--- src/sv/otsu_pkg.sv ---
`timescale 1ns / 1ps
`default_nettype none
// ----------------------------------------------------------------------------
// Otsu threshold package
// Shared command, status and multiplier operation types for the Otsu block.
// ----------------------------------------------------------------------------
package otsu_pkg;

   localparam int unsigned NUM_BINS = 256;

   typedef enum logic [2:0] {
      MUL_X,
      MUL_Y,
      MUL_D2,
      MUL_DEN,
      MUL_LHS,
      MUL_RHS
   } mul_op_type;

   typedef struct packed {
      logic       accept;
      logic       rd_bin;
      logic       walk_init;
      logic       add_bin;
      logic       bin_inc;
      logic       mul_start;
      mul_op_type mop;
      logic       cmp;
      logic       emit;
      logic       clr_wr;
   } cmd_type;

   typedef struct packed {
      logic wb_zero;
      logic wb_ge_total;
      logic bin_last;
      logic mul_done;
   } status_type;

endpackage
`default_nettype wire

--- src/sv/otsu_ctrl.sv ---
`timescale 1ns / 1ps
`default_nettype none
// ----------------------------------------------------------------------------
// Otsu controller
// Sequences pixel intake, the bin walk, result hand-off and histogram clear.
// ----------------------------------------------------------------------------
module otsu_ctrl (
   input  wire logic                 clock,
   input  wire logic                 reset,
   input  wire logic                 req_valid,
   input  wire logic                 req_last,
   input  wire logic                 rsp_ready,
   input  wire otsu_pkg::status_type st,
   output otsu_pkg::cmd_type         cmd,
   output logic                      req_ready,
   output logic                      rsp_valid
);

   typedef enum logic [3:0] {
      S_CLEAR,
      S_RUN,
      S_DRAIN,
      S_RD,
      S_ADD,
      S_CHK,
      S_MSTART,
      S_MWAIT,
      S_CMP,
      S_EMIT
   } state_type;

   state_type            state_ff;
   otsu_pkg::mul_op_type op_ff;
   logic                 rsp_valid_ff;
   logic                 accept;

   assign req_ready = (state_ff == S_RUN);
   assign accept    = req_valid && req_ready;
   assign rsp_valid = rsp_valid_ff;

   always_comb begin
      cmd           = '0;
      cmd.mop       = op_ff;
      cmd.accept    = accept;
      cmd.clr_wr    = (state_ff == S_CLEAR);
      cmd.walk_init = (state_ff == S_DRAIN);
      cmd.rd_bin    = (state_ff == S_RD) || (state_ff == S_CLEAR);
      cmd.add_bin   = (state_ff == S_ADD);
      cmd.mul_start = (state_ff == S_MSTART);
      cmd.cmp       = (state_ff == S_CMP);
      cmd.emit      = (state_ff == S_EMIT) && !rsp_valid_ff;
      cmd.bin_inc   = ((state_ff == S_CHK) && st.wb_zero && !st.bin_last) ||
                      ((state_ff == S_CMP) && !st.bin_last);
   end

   always_ff @(posedge clock) begin
      if (reset) begin
         state_ff     <= S_CLEAR;
         op_ff        <= otsu_pkg::MUL_X;
         rsp_valid_ff <= 1'b0;
      end else begin
         if (rsp_valid_ff && rsp_ready) begin
            rsp_valid_ff <= 1'b0;
         end
         case (state_ff)
            S_CLEAR: begin
               if (st.bin_last) begin
                  state_ff <= S_RUN;
               end
            end
            S_RUN: begin
               if (accept && req_last) begin
                  state_ff <= S_DRAIN;
               end
            end
            S_DRAIN: state_ff <= S_RD;
            S_RD:    state_ff <= S_ADD;
            S_ADD:   state_ff <= S_CHK;
            S_CHK: begin
               if (st.wb_zero) begin
                  state_ff <= st.bin_last ? S_EMIT : S_RD;
               end else if (st.wb_ge_total) begin
                  state_ff <= S_EMIT;
               end else begin
                  op_ff    <= otsu_pkg::MUL_X;
                  state_ff <= S_MSTART;
               end
            end
            S_MSTART: state_ff <= S_MWAIT;
            S_MWAIT: begin
               if (st.mul_done) begin
                  case (op_ff)
                     otsu_pkg::MUL_X:   op_ff <= otsu_pkg::MUL_Y;
                     otsu_pkg::MUL_Y:   op_ff <= otsu_pkg::MUL_D2;
                     otsu_pkg::MUL_D2:  op_ff <= otsu_pkg::MUL_DEN;
                     otsu_pkg::MUL_DEN: op_ff <= otsu_pkg::MUL_LHS;
                     otsu_pkg::MUL_LHS: op_ff <= otsu_pkg::MUL_RHS;
                     default:           op_ff <= otsu_pkg::MUL_X;
                  endcase
                  state_ff <= (op_ff == otsu_pkg::MUL_RHS) ? S_CMP : S_MSTART;
               end
            end
            S_CMP: state_ff <= st.bin_last ? S_EMIT : S_RD;
            S_EMIT: begin
               if (!rsp_valid_ff) begin
                  rsp_valid_ff <= 1'b1;
                  state_ff     <= S_CLEAR;
               end
            end
            default: state_ff <= S_CLEAR;
         endcase
      end
   end

endmodule
`default_nettype wire
--- config.mk ---
export PLATFORM = sky130hd
export DESIGN_NAME = otsu_ctrl
export DESIGN_NICKNAME = d
export VERILOG_FILES = /design/src/sv/otsu_pkg.sv /design/src/sv/otsu_ctrl.sv
export SDC_FILE = /design/constraint.sdc
export NUM_CORES = 1
export LEC_CHECK = 0
export BUFFER_PORTS_ARGS = -buffer_cell sky130_fd_sc_hd__buf_4
export CELL_PAD_IN_SITES_DETAIL_PLACEMENT = 0
export CELL_PAD_IN_SITES_GLOBAL_PLACEMENT = 1
export CORE_MARGIN = 1
export CORE_UTILIZATION = 25
export DETAILED_ROUTE_END_ITERATION = 8
export PLACE_DENSITY_LB_ADDON = 0.1
export SYNTH_ARGS = -nofsm -noshare
export SYNTH_HDL_FRONTEND = slang
export SYNTH_SLANG_ARGS = --single-unit
--- constraint.sdc ---
create_clock -name clock -period 1.8 [get_ports clock]
set_input_delay 0.09 -clock clock [delete_from_list [all_inputs] [get_ports clock]]
set_output_delay 0.09 -clock clock [all_outputs]
set_load 0.1 [all_outputs]
== Yosys cells after proc, flatten, opt, wreduce, memory -nomap -nowiden ==
Index checks and enable logic that the tools add are counted.

* Equal/unequal tests: 20
* Muxes and demuxes: 17
* Reduce and logical (&&, ||, !) cells: 16

{| class="wikitable"
|+ Operators with widths
! kind !! number
|-
| 4-bit case mux with 10 select lines || 1
|-
| 4-bit 2-to-1 mux || 8
|-
| 4-bit by 3-bit == test with 1-bit output, second input constant || 4
|-
| 3-bit case mux with 5 select lines || 1
|-
| 2-bit != test, second input constant || 5
|-
| 3-bit 2-to-1 mux || 3
|-
| 4-bit by 2-bit == test with 1-bit output, second input constant || 2
|-
| 4-bit == test, second input constant || 2
|-
| 4-bit AND reduction || 2
|-
| 1-bit logical AND || 7
|-
| 3-bit by 2-bit == test with 1-bit output, second input constant || 2
|-
| 3-bit == test, second input constant || 2
|-
| 3-bit case mux with 2 select lines || 1
|-
| 4-bit by 1-bit == test with 1-bit output, second input constant || 1
|-
| 4-bit logical NOT || 1
|-
| 3-bit by 1-bit == test with 1-bit output, second input constant || 1
|-
| 3-bit logical NOT || 1
|-
| 1-bit 2-to-1 mux || 3
|-
| 1-bit logical NOT || 2
|-
| 1-bit logical OR || 2
|-
| 2-bit by 1-bit != test with 1-bit output, second input constant || 1
|-
| 2-bit nonzero test || 1
|}

* Register bits: 8
* Logic and storage cells: 56

== Depth between registers and ports, before layout ==
Gate-level depths: netlist (run 1).

* Depth after elaboration: 5
* Mapped depth: 6

== Least setup slack after synthesis (run 1) ==
OpenSTA, ideal clock, no wires.

* Kind: register -> register
* From: reg state_ff[3]
* To: reg state_ff[1]
* Data arrival time: 4438 ps
* Required time: 1670 ps
* Setup slack: -2768 ps
* Stages on the path, launching flop included: 6
* Buffers on the path: 1
* Clock period less this slack: 4568 ps
* Cells stage by stage: dfxtp_1 > buf_4 > nor4b_1 > nand2_1 > a31oi_1 > a211oi_2

* Cells in the longest elaborated chain, start to end: 5
* Elaborated cells between the ends (all ways): 18
* Classes of those cells: 13 x eq/ne; 1 x mux; 4 x reduce/logical

{| class="wikitable"
|+ Ends and longest elaborated chain
! element !! RTL line !! source
|-
| from (decl) || otsu_ctrl.sv:32 || <nowiki>state_type state_ff;</nowiki>
|-
| from (signal assigned) || otsu_ctrl.sv:81 || <nowiki>state_ff <= st.bin_last ? S_EMIT : S_RD;</nowiki>
|-
| from (signal assigned) || otsu_ctrl.sv:100 || <nowiki>state_ff <= (op_ff == otsu_pkg::MUL_RHS) ? S_CMP : S_MSTART;</nowiki>
|-
| from (signal assigned) || otsu_ctrl.sv:103 || <nowiki>S_CMP: state_ff <= st.bin_last ? S_EMIT : S_RD;</nowiki>
|-
| 4-bit by 1-bit == test with 1-bit output (*) || otsu_ctrl.sv:37 || <nowiki>assign req_ready = (state_ff == S_RUN);</nowiki>
|-
| net req_ready || otsu_ctrl.sv:15 || <nowiki>output logic req_ready,</nowiki>
|-
| 1-bit logical AND || otsu_ctrl.sv:38 || <nowiki>assign accept = req_valid && req_ready;</nowiki>
|-
| 1-bit logical AND || otsu_ctrl.sv:72 || <nowiki>if (accept && req_last) begin</nowiki>
|-
| 2-bit by 1-bit != test with 1-bit output (no source line) || -- ||
|-
| 4-bit AND reduction (no source line) || -- ||
|}

The timed path passes the listed nets; every way through them passes the cells marked *.
A chain may end at the register's enable or synchronous reset.

==> results of run 1 <==
==> worst max path at each step <==
stage / start / to / slack (ns)
floorplan: state_ff[3] / state_ff[1] / -0.35
global placement: state_ff[0] / state_ff[1] / 0.16
detailed placement: state_ff[2] / state_ff[3] / 0.15
CTS: state_ff[3] / cmd[7] / 0.05
global route: state_ff[1] / cmd[10] / 0.002
finish: state_ff[3] / cmd[7] / 0.06
==> final cells by class <==
| class | count | share of cell area |
|---|---|---|
| multi-input cells | 72 | 0.5464 |
| flip-flops and latches | 8 | 0.1527 |
| well taps | 31 | 0.03507 |
| inverters | 3 | 0.01018 |
| clock buffers | 3 | 0.02036 |
| repair buffers | 33 | 0.2353 |
==> stage by stage <==
step	instances	hold slack (ns)	total power [mW]
floorplan	92	0.2667	0.4280
global placement	147	0.3422	0.4855
detailed placement	147	0.3407	0.4852
CTS	150	0.07143	0.6259
global route	150	0.07819	0.6529
finish	150	0.07309	0.6186
==> synthesized netlist by cell type, types with 2 or more instances <==
cell,n,area share
nor2_1,8,0.041
inv_1,3,0.016
a21oi_1,8,0.055
nor4b_1,3,0.036
buf_4,4,0.041
buf_6,2,0.031
nand3_1,2,0.014
o21ai_0,4,0.028
a211oi_2,2,0.035
or2b_1,2,0.021
nor3_1,6,0.041
nand2_1,5,0.026
dfxtp_1,8,0.22
nand3b_1,2,0.021
nand4b_1,3,0.036
a21o_1,2,0.021
nor4_1,2,0.017
a31oi_1,2,0.017
==> layer usage <==
layer | track usage | vias up | part of all wire | routed length (µm)
met5 | 0 | - | 0 | 0
met4 | 0.02091 | 0 | 0 | 0
met3 | 0.04186 | 0 | 0.039 | 80
met2 | 0.2014 | 16 | 0.44 | 895
met1 | 0.2095 | 356 | 0.53 | 1078
li1 | - | 409 | - | -
==> power breakdown <==
part,internal [mW],switching [mW]
Sequential,0.183,0.0172
Combinational,0.0924,0.188
Clock,0.0763,0.0615
==> kinds of logic (layout without fill, tap and decap cells) <==
logic type	Yosys count	in the layout
flops	8	8
simple gates	42	42
buf+inv	12	39
xor+xnor	1	1
mux	2	2
compound gates	27	27
==> flip-flops by register name, indices dropped and copies added (netlist names) <==
name,cells
op_ff,3
rsp_valid,1
state_ff,4
==> timing repair <==
action	4_1_cts	5_1_grt
buffers inserted	0	0
setup endpoints to repair	8	2
resized for setup	5	3
==> metrics.md, run 1 <==
| Metric | Value |
|---|---|
| Root Driver | `clkbuf_4` |
| HP Start | `reset` |
| CTS tree | `built` |
| # DRC | `0` |
| Power Density | `between 500 and 600 nW/µm²` |
| Area after DPL | `about 1100 µm²` |
| Register area | `approximately 170 µm²` |
| Die ar. | `about 3100 µm²` |
| Slowest-stage cell, CP | `or3b_4` |
| Seq/Total Area, Yosys | `0.2211` |
| Via density | `5.207` |
| Worst vdd ir | `0.3600 mV` |
| Syn. warnings | `0` |
| Core ar. | `about 2800 µm²` |
| Filler instances | `roughly 290` |
| Routed Antenna Nets | `0` |
| Multi-input gate area | `just over 600 µm²` |
| Number of synthesized register bits | `8` |
| Hold WC Path Type | `in2reg` |
| CP cell instances | `or3b_4, a211oi_4, buf_12` |
| Final HPWL DP | `1591 µm` |
| Final slew viol count | `0` |
| Total CTS buffers | `3` |
| Ys async rst share | `0` |
| Clock Path Buffers | `2` |
| Clock transition at the registers of the reported paths | `0.05 ns` |
| Flop2flop setup slack | `approximately 0.24 ns` |
| Synth cell types | `42` |
| Commonest cells after routing, fill and taps aside | `buf_4 (32), a21oi_1 (8), nor2_1 (8)` |
| IO buf count | `22` |
| Vias in the first global route | `just over 700` |
| Reg2reg end | `state_ff[1]` |
| GRT Residual Overflow | `0` |
| Die Ht | `about 56 µm` |
| Nets | `130` |
| Main flop type after synthesis | `dfxtp_1` |
| R2r worst-path depth | `4` |
| Top Family by Delay on Critical Path | `simple AND/OR/NAND/NOR gates` |
| Initial Util | `0.2627` |
| Fin area | `approximately 1100 µm²` |
| Worst EP required | `about 1.7 ns` |
| Leak | `~0.40 nW` |
| Fin crit period | `between 1.5 and 2 ns` |
| Critical Path End Type | `output port` |
| Net count after synthesis | `a little over 100` |
| DP Worst Slack | `0.1540 ns` |
| Antenna violations before repair | `0` |
| First-pass GRT wire length | `~3500 µm` |
| DR pass1 iterations | `4` |
| # IOs | `23` |
| Fin util | `0.4011` |
| H-tree Lvls | `1` |
| WS Path Type | `reg2out` |
| Crit Reg-Reg Startpoint | `state_ff[3]` |
| Rel. slew slack | `0.7586` |
| WP buf/inv | `1` |
| Chip Width | `55.83 µm` |
| XOR/XNOR share of the synthesized area | `0.01209` |
| MaxCap Viol Count | `0` |
| Max FO, Critical Path | `11` |
| Gr usage total | `0.1399` |
| Most common cell after layout, fill and taps aside | `buf_4` |
| Final setup fails | `0` |
| Hold path endpoint | `rsp_valid` |
| Mapped Area | `just over 700 µm²` |
| Final worst slack | `around 0.060 ns` |
| DR vias | `slightly below 800` |
| Status | `finished clean` |
| Startpoint Class | `register` |
| Final clock skew | `a little under 0.002 ns` |
| Post-CTS Hold Buffers | `0` |
| Hold depth | `2` |
| Stages on the worst setup path | `3` |
| DRT Wirelength | `about 2100 µm` |
| Maximum number of pins on one net before global-route repair | `14` |
| Synthesis-to-layout area growth | `52.68%` |
| CP arrival | `approximately 1.7 ns` |
| Synthesized instance count | `roughly 90` |
| Largest family of logic cells by synthesized area | `simple AND/OR/NAND/NOR gates` |
| Final setup TNS | `0 ns` |
| Routed length per instance | `between 10 and 15 µm` |
| Antenna Diode Count | `0` |
| Post-Synth Simple-Gate Area | `0.3627` |
| Post-synth EDFFs | `0` |
| Worst-Skew Late Latency | `about 0.25 ns` |
| RSZ-0062 raised after global routing | `false` |
| Clk sink count | `8` |
| Post-synthesis adder-cell area fraction | `0` |
| Num rows | `19` |
| Post-synthesis mux area share | `0.02936` |
| Final Hold Viols | `0` |
| First DRT Iteration DRCs | `3` |
| Layout cells sized above 1 | `0.4790` |
| Gpl congestion | `0.7602` |
| Mapped Avg Cell Area | `7.874 µm²` |
| Max incr delay on CP | `between 0.4 and 0.5 ns` |
| Post-synthesis compound-gate area fraction | `0.2694` |
| Slew @ Worst Pin | `approximately 0.35 ns` |
| Peak Freq | `0.5746 GHz` |
| Period Utilization, post-route | `0.9668` |
Note: power is estimated with default switching activity, not from simulation.
==> run 2: changes to the inputs <==
- BUFFER_PORTS_ARGS: -buffer_cell sky130_fd_sc_hd__buf_4 -> unset
- DONT_BUFFER_PORTS: unset -> 1
==> run 2 against run 1 <==
Against the previous run: sequential share of layout area is 0.59 points lower; register-to-register slack hardly changed; global-route usage is 0.40 points lower; fmax is 1.8% higher; clock skew is 0.0062 ns higher; largest power group unchanged.
==> metrics.md, run 2 (synthesis results as in run 1) <==
| Metric | Value |
|---|---|
| Final HPWL DP | `1552 µm` |
| Antenna violations before repair | `0` |
| HP Start | `reset` |
| DP Worst Slack | `between 0.2 and 0.25 ns` |
| First-pass GRT wire length | `roughly 3400 µm` |
| Fin crit period | `1.709 ns` |
| H-tree Lvls | `1` |
| Leak | `between 0.3 and 0.4 nW` |
| Flop2flop setup slack | `0.24 ns` |
| Max reg flops | `4` |
| Startpoint Class | `register` |
| Max FO, Critical Path | `9` |
| Final setup TNS | `0 ns` |
| Hold depth | `2` |
| Final worst slack | `around 0.091 ns` |
| Via density | `around 5.5` |
| MaxCap Viol Count | `0` |
| Most common cell after layout, fill and taps aside | `buf_4` |
| Setup bufs post-CTS | `0` |
| Final clock skew | `roughly 0.0081 ns` |
| Die ar. | `3117 µm²` |
| Fin cells | `140` |
| RSZ-0062 raised after global routing | `false` |
| Placed cell count | `~140` |
| Clock Path Buffers | `2` |
| WS Path Type | `reg2out` |
| Vias in the first global route | `700` |
| Chip Width | `between 50 and 60 µm` |
| Slew @ Worst Pin | `0.3642 ns` |
| Layout cells sized above 1 | `0.4037` |
| R2r worst-path depth | `5` |
| Final setup fails | `0` |
| Slowest-stage cell, CP | `or3b_4` |
| Initial Util | `0.2627` |
| Num rows | `19` |
| First DRT Iteration DRCs | `26` |
| Gr usage total | `0.1360` |
| Status | `finished clean` |
| Routed length per instance | `14.24 µm` |
| GRT Residual Overflow | `0` |
| DR vias | `slightly below 800` |
| Worst EP required | `approximately 1.7 ns` |
| Fin util | `0.4047` |
| Hold path endpoint | `state_ff[2]` |
| CP arrival | `1.62 ns` |
| Worst vdd ir | `0.2752 mV` |
| Commonest cells after routing, fill and taps aside | `buf_4 (13), a21oi_1 (8), nor2_1 (8)` |
| Routed Antenna Nets | `0` |
| Clock transition at the registers of the reported paths | `approximately 0.060 ns` |
| IO buf count | `0` |
| Period Utilization, post-route | `0.9495` |
| DR pass1 iterations | `4` |
| Crit Reg-Reg Startpoint | `state_ff[1]` |
| Core ar. | `~2800 µm²` |
| Synthesis-to-layout area growth | `54.06%` |
| Clk sink count | `8` |
| Reg2reg end | `op_ff[0]` |
| Power Density | `approximately 560 nW/µm²` |
| Hold Worst Slack | `0.008660 ns` |
| Maximum number of pins on one net before global-route repair | `13` |
| Rel. slew slack | `0.7564` |
| Die Ht | `55.83 µm` |
| Final slew viol count | `0` |
| Critical Path End Type | `output port` |
| CTS tree | `built` |
| Hold WC Path Type | `in2reg` |
| Top reg by flops | `state_ff` |
| Total CTS buffers | `3` |
| Max incr delay on CP | `between 0.4 and 0.5 ns` |
| Root Driver | `clkbuf_4` |
| Antenna Diode Count | `0` |
| Nets | `between 100 and 150` |
| Final Hold Viols | `0` |
| # IOs | `23` |
| # DRC | `0` |
| Peak Freq | `between 0.5 and 0.6 GHz` |
| CP cell instances | `or3b_4, a211oi_4, buf_8` |
| Worst-Skew Late Latency | `0.25 ns` |
| DRT Wirelength | `between 1500 and 2000 µm` |
| Gpl congestion | `approximately 0.87` |
==> run 2: routing by layer <==
metal	global-route usage	vias up	routed length (µm)
met5	0	-	0
met4	0.02091	0	0
met3	0.05581	0	198
met2	0.1945	40	895
met1	0.1948	353	900
li1	-	382	-
==> run 2: worst max-delay path: cells and delay by family (launching register included) <==
kind                   cells  cell delay (ns)
AND/OR/NAND/NOR            1             0.43
flip-flops                 1             0.39
AO/OA/AOI/OAI              1             0.30
buffers and inverters      1             0.24
==> run 2: per-stage QoR <==
step / cell area [µm²] / power (mW)
detailed placement: 1069 / 0.4858
CTS: 1105 / 0.6304
global placement: 1069 / 0.4880
finish: 1116 / 0.6263
global route: 1116 / 0.6579
floorplan: 858.3 / 0.4280
==> run 2: what timing repair did <==
action / in CTS / in global routing
endpoints found under the hold margin: 8 / 0
cloned: 0 / 0
pin swaps: 0 / 0
resized for setup: 1 / 5
hold buffers: 1 / 0
setup endpoints to repair: 1 / 4
==> run 2: power by group <==
group,internal [mW],leakage (nW),switching (mW),total (mW)
Clock,0.0763,0.0138,0.0604,0.137
Combinational,0.103,0.296,0.193,0.296
Sequential,0.182,0.0664,0.0116,0.194
Total,0.361,0.376,0.265,0.626
==> run 2: final cells by class <==
class	count	area (µm²)
well taps	31	38.79
repair buffers	23	274.0
clock buffers	3	22.52
inverters	3	11.26
flip-flops and latches	8	163.9
multi-input cells	72	605.6
fillers	279	1642
==> run 2: worst max path at each step <==
stage               slack [ns]        start  cells past startpoint     endpoint
finish                    0.09  state_ff[3]                      3       cmd[7]
global placement          0.13  state_ff[1]                      5     op_ff[0]
detailed placement        0.24  state_ff[3]                      3       cmd[7]
global route              0.01  state_ff[0]                      4      cmd[11]
CTS                      0.005  state_ff[3]                      3       cmd[7]
floorplan                -0.35  state_ff[3]                      5  state_ff[1]
==> run 3: changes to the inputs <==
- ABC_AREA: unset -> 1
- CELL_PAD_IN_SITES_GLOBAL_PLACEMENT: 1 -> 2
==> run 3 against run 2 <==
Against the previous run: synthesized cell count rose by 21%; area after synthesis fell by 13%; flip-flop and latch count unchanged; global-route usage grew 2.3 points; setup slack improved by 0.035 ns; first-iteration DRC count shrank 19%; die area shrank 13%; final cell count rose by 11%; combinational power up 140%; sequential power rose by 24%; non-clock buffer count down 8; largest power group unchanged; highest routed layer is now met4.
==> metrics.md, run 3 <==
| Metric | Value |
|---|---|
| RSZ-0062 raised after global routing | `false` |
| Clock Path Buffers | `2` |
| Combinational power share | `0.651` |
| Worst-Skew Late Latency | `0.26 ns` |
| Critical Path End Type | `output port` |
| Status | `finished clean` |
| Total CTS buffers | `3` |
| Synthesis-to-layout area growth | `33.47%` |
| # DRC | `0` |
| Count leader, synth | `nand2_1` |
| Mapped Area | `between 600 and 700 µm²` |
| DR vias | `746` |
| Worst EP required | `between 1.5 and 2 ns` |
| Setup bufs post-CTS | `0` |
| H-tree Lvls | `1` |
| Seq/Total Area, Yosys | `0.2550` |
| Ys async rst share | `0` |
| Top reg by flops | `state_ff` |
| Final clock skew | `slightly above 0.005 ns` |
| DRT Wirelength | `~1800 µm` |
| CP cell instances | `nor2_1, nand2_1, o21ai_2, buf_4` |
| Clk sink count | `8` |
| Internal cell power | `0.4210 mW` |
| Initial Util | `0.2734` |
| Final setup fails | `0` |
| Most area-hungry cell type in the Yosys netlist | `dfxtp_1` |
| Syn. warnings | `0` |
| Hold WC Path Type | `in2reg` |
| Fin crit period | `1.674 ns` |
| WS Path Type | `reg2out` |
| Main flop type after synthesis | `dfxtp_1` |
| Net count after synthesis | `120` |
| Flop pwr share | `0.220` |
| Peak Freq | `around 0.6 GHz` |
| Filler instances | `263` |
| Sw Ratio | `0.6161` |
| Most common cell after layout, fill and taps aside | `nand2_1` |
| Layout cells sized above 1 | `0.2756` |
| Max reg flops | `4` |
| Rel. slew slack | `0.7466` |
| Final HPWL DP | `between 1000 and 1500 µm` |
| WP buf/inv | `1` |
| Die Ht | `52.13 µm` |
| Number of synthesized register bits | `8` |
| Final Hold Viols | `0` |
| Maximum number of pins on one net before global-route repair | `10` |
| IO buf count | `0` |
| GRT Residual Overflow | `0` |
| Antenna violations before repair | `0` |
| Root Driver | `clkbuf_4` |
| CTS tree | `built` |
| Max incr delay on CP | `~0.42 ns` |
| Power Density | `1308 nW/µm²` |
| Synth top cells by count | `nand2_1 (29), nor2_1 (19), inv_1 (14), nand3_1 (9)` |
| Chip Width | `about 52 µm` |
| CP arrival | `~1.6 ns` |
| Commonest cells after routing, fill and taps aside | `nand2_1 (29), nor2_1 (14), inv_1 (14), buf_4 (14), nand3_1 (9)` |
| Routed length per instance | `~12 µm` |
| Die ar. | `around 2700 µm²` |
| Num rows | `17` |
| Final slew viol count | `0` |
| MaxCap Viol Count | `0` |
| Vias in the first global route | `711` |
| Area after DPL | `slightly above 800 µm²` |
| Top Family by Delay on Critical Path | `simple AND/OR/NAND/NOR gates` |
| Max FO, Critical Path | `9` |
| Nets | `approximately 140` |
| Synth top area share | `0.2550` |
| Antenna Diode Count | `0` |
| Worst vdd ir | `about 0.66 mV` |
| Slowest-stage cell, CP | `dfxtp_1` |
| Core ar. | `roughly 2300 µm²` |
| Clock Power Share | `0.129` |
| Power Total | `approximately 1.1 mW` |
| Via density | `around 4.8` |
| Routed Antenna Nets | `0` |
| Synthesized instance count | `111` |
| Clock transition at the registers of the reported paths | `0.06 ns` |
| Gr usage total | `0.1589` |
| Synth cell types | `21` |
| # IOs | `23` |
| Psw | `between 0.6 and 0.7 mW` |
| First DRT Iteration DRCs | `21` |
| Slew @ Worst Pin | `around 0.38 ns` |
| First-pass GRT wire length | `around 3100 µm` |
| Startpoint Class | `register` |
| Synth area leaders | `dfxtp_1 (25%), nand2_1 (17%), nor2_1 (11%), inv_1 (8.4%), nand3_1 (7.2%)` |
| Gpl congestion | `approximately 0.76` |
| Leak | `0.3712 nW` |
| Period Utilization, post-route | `0.9303` |
| Mapped Avg Cell Area | `around 5.7 µm²` |
| Fin area | `about 840 µm²` |
| DR pass1 iterations | `4` |
| Post-synth EDFFs | `0` |
-- run 3: layout make-up --
class	instances	area, µm²	area share
clock buffer	3	22.52	0.02687
inverter	16	60.06	0.07164
multi-input combinational	85	442.9	0.5284
sequential	8	162.7	0.1940
tap	28	35.03	0.04179
timing repair buffer	15	115.1	0.1373
-- run 3: cells by family (layout without fill, tap and decap cells) --
logic type,count (synthesis),after routing,share of synthesized area
flip-flops,8,8,0.2550
AND/OR/NAND/NOR,70,70,0.5020
AO/OA/AOI/OAI,15,15,0.1275
buffers and inverters,18,34,0.1155
-- run 3: power groups by stage --
stage	combinational (mW)	sequential (mW)	clock [mW]
final	0.714	0.241	0.141
after global routing	0.756	0.247	0.159
after CTS	0.715	0.238	0.145
after detailed placement	0.708	0.242	0
after global placement	0.720	0.241	0
after floorplan	0.602	0.218	0
-- run 3: final timing paths --
| check | from | end | slack [ns] | depth (start not counted) |
|---|---|---|---|---|
| setup / recovery | state_ff[1] | cmd[10] | 0.13 | 4 |
| hold / removal | reset | rsp_valid | 0.003 | 2 |
| setup reg to reg | state_ff[1] | op_ff[1] | 0.22 | 9 |
| hold reg to reg | op_ff[0] | op_ff[0] | 0.52 | 2 |
-- run 3: stage by stage --
stage / setup WS [ns] / TNS, ns / instances / hold slack, ns / utilization
finish: 0.1255 / 0 / 155 / 0.003015 / 0.3649
global route: 0.001606 / 0 / 155 / 0.03432 / 0.3649
CTS: 0.08730 / 0 / 155 / 0.004588 / 0.3644
detailed placement: 0.2395 / 0 / 151 / 0.1634 / 0.3502
global placement: 0.1835 / 0 / 151 / 0.1615 / 0.3502
floorplan: -0.1826 / -0.3362 / 111 / 0.1591 / -
-- run 3: timing repair --
item,in CTS,in global routing
endpoints found under the hold margin,5,0
endpoints found under the setup margin,0,2
resized for setup,0,1
hold buffers,1,0
-- run 3: routing by layer --
metal  share of wire  track usage  up-vias  wire, µm
met5               0            0        -         0
met2            0.40       0.2308       23       740
li1                -            -      385         -
met3           0.076      0.04386        2       140
met1            0.52       0.2209      336       949
met4          0.0044      0.05405        0         8
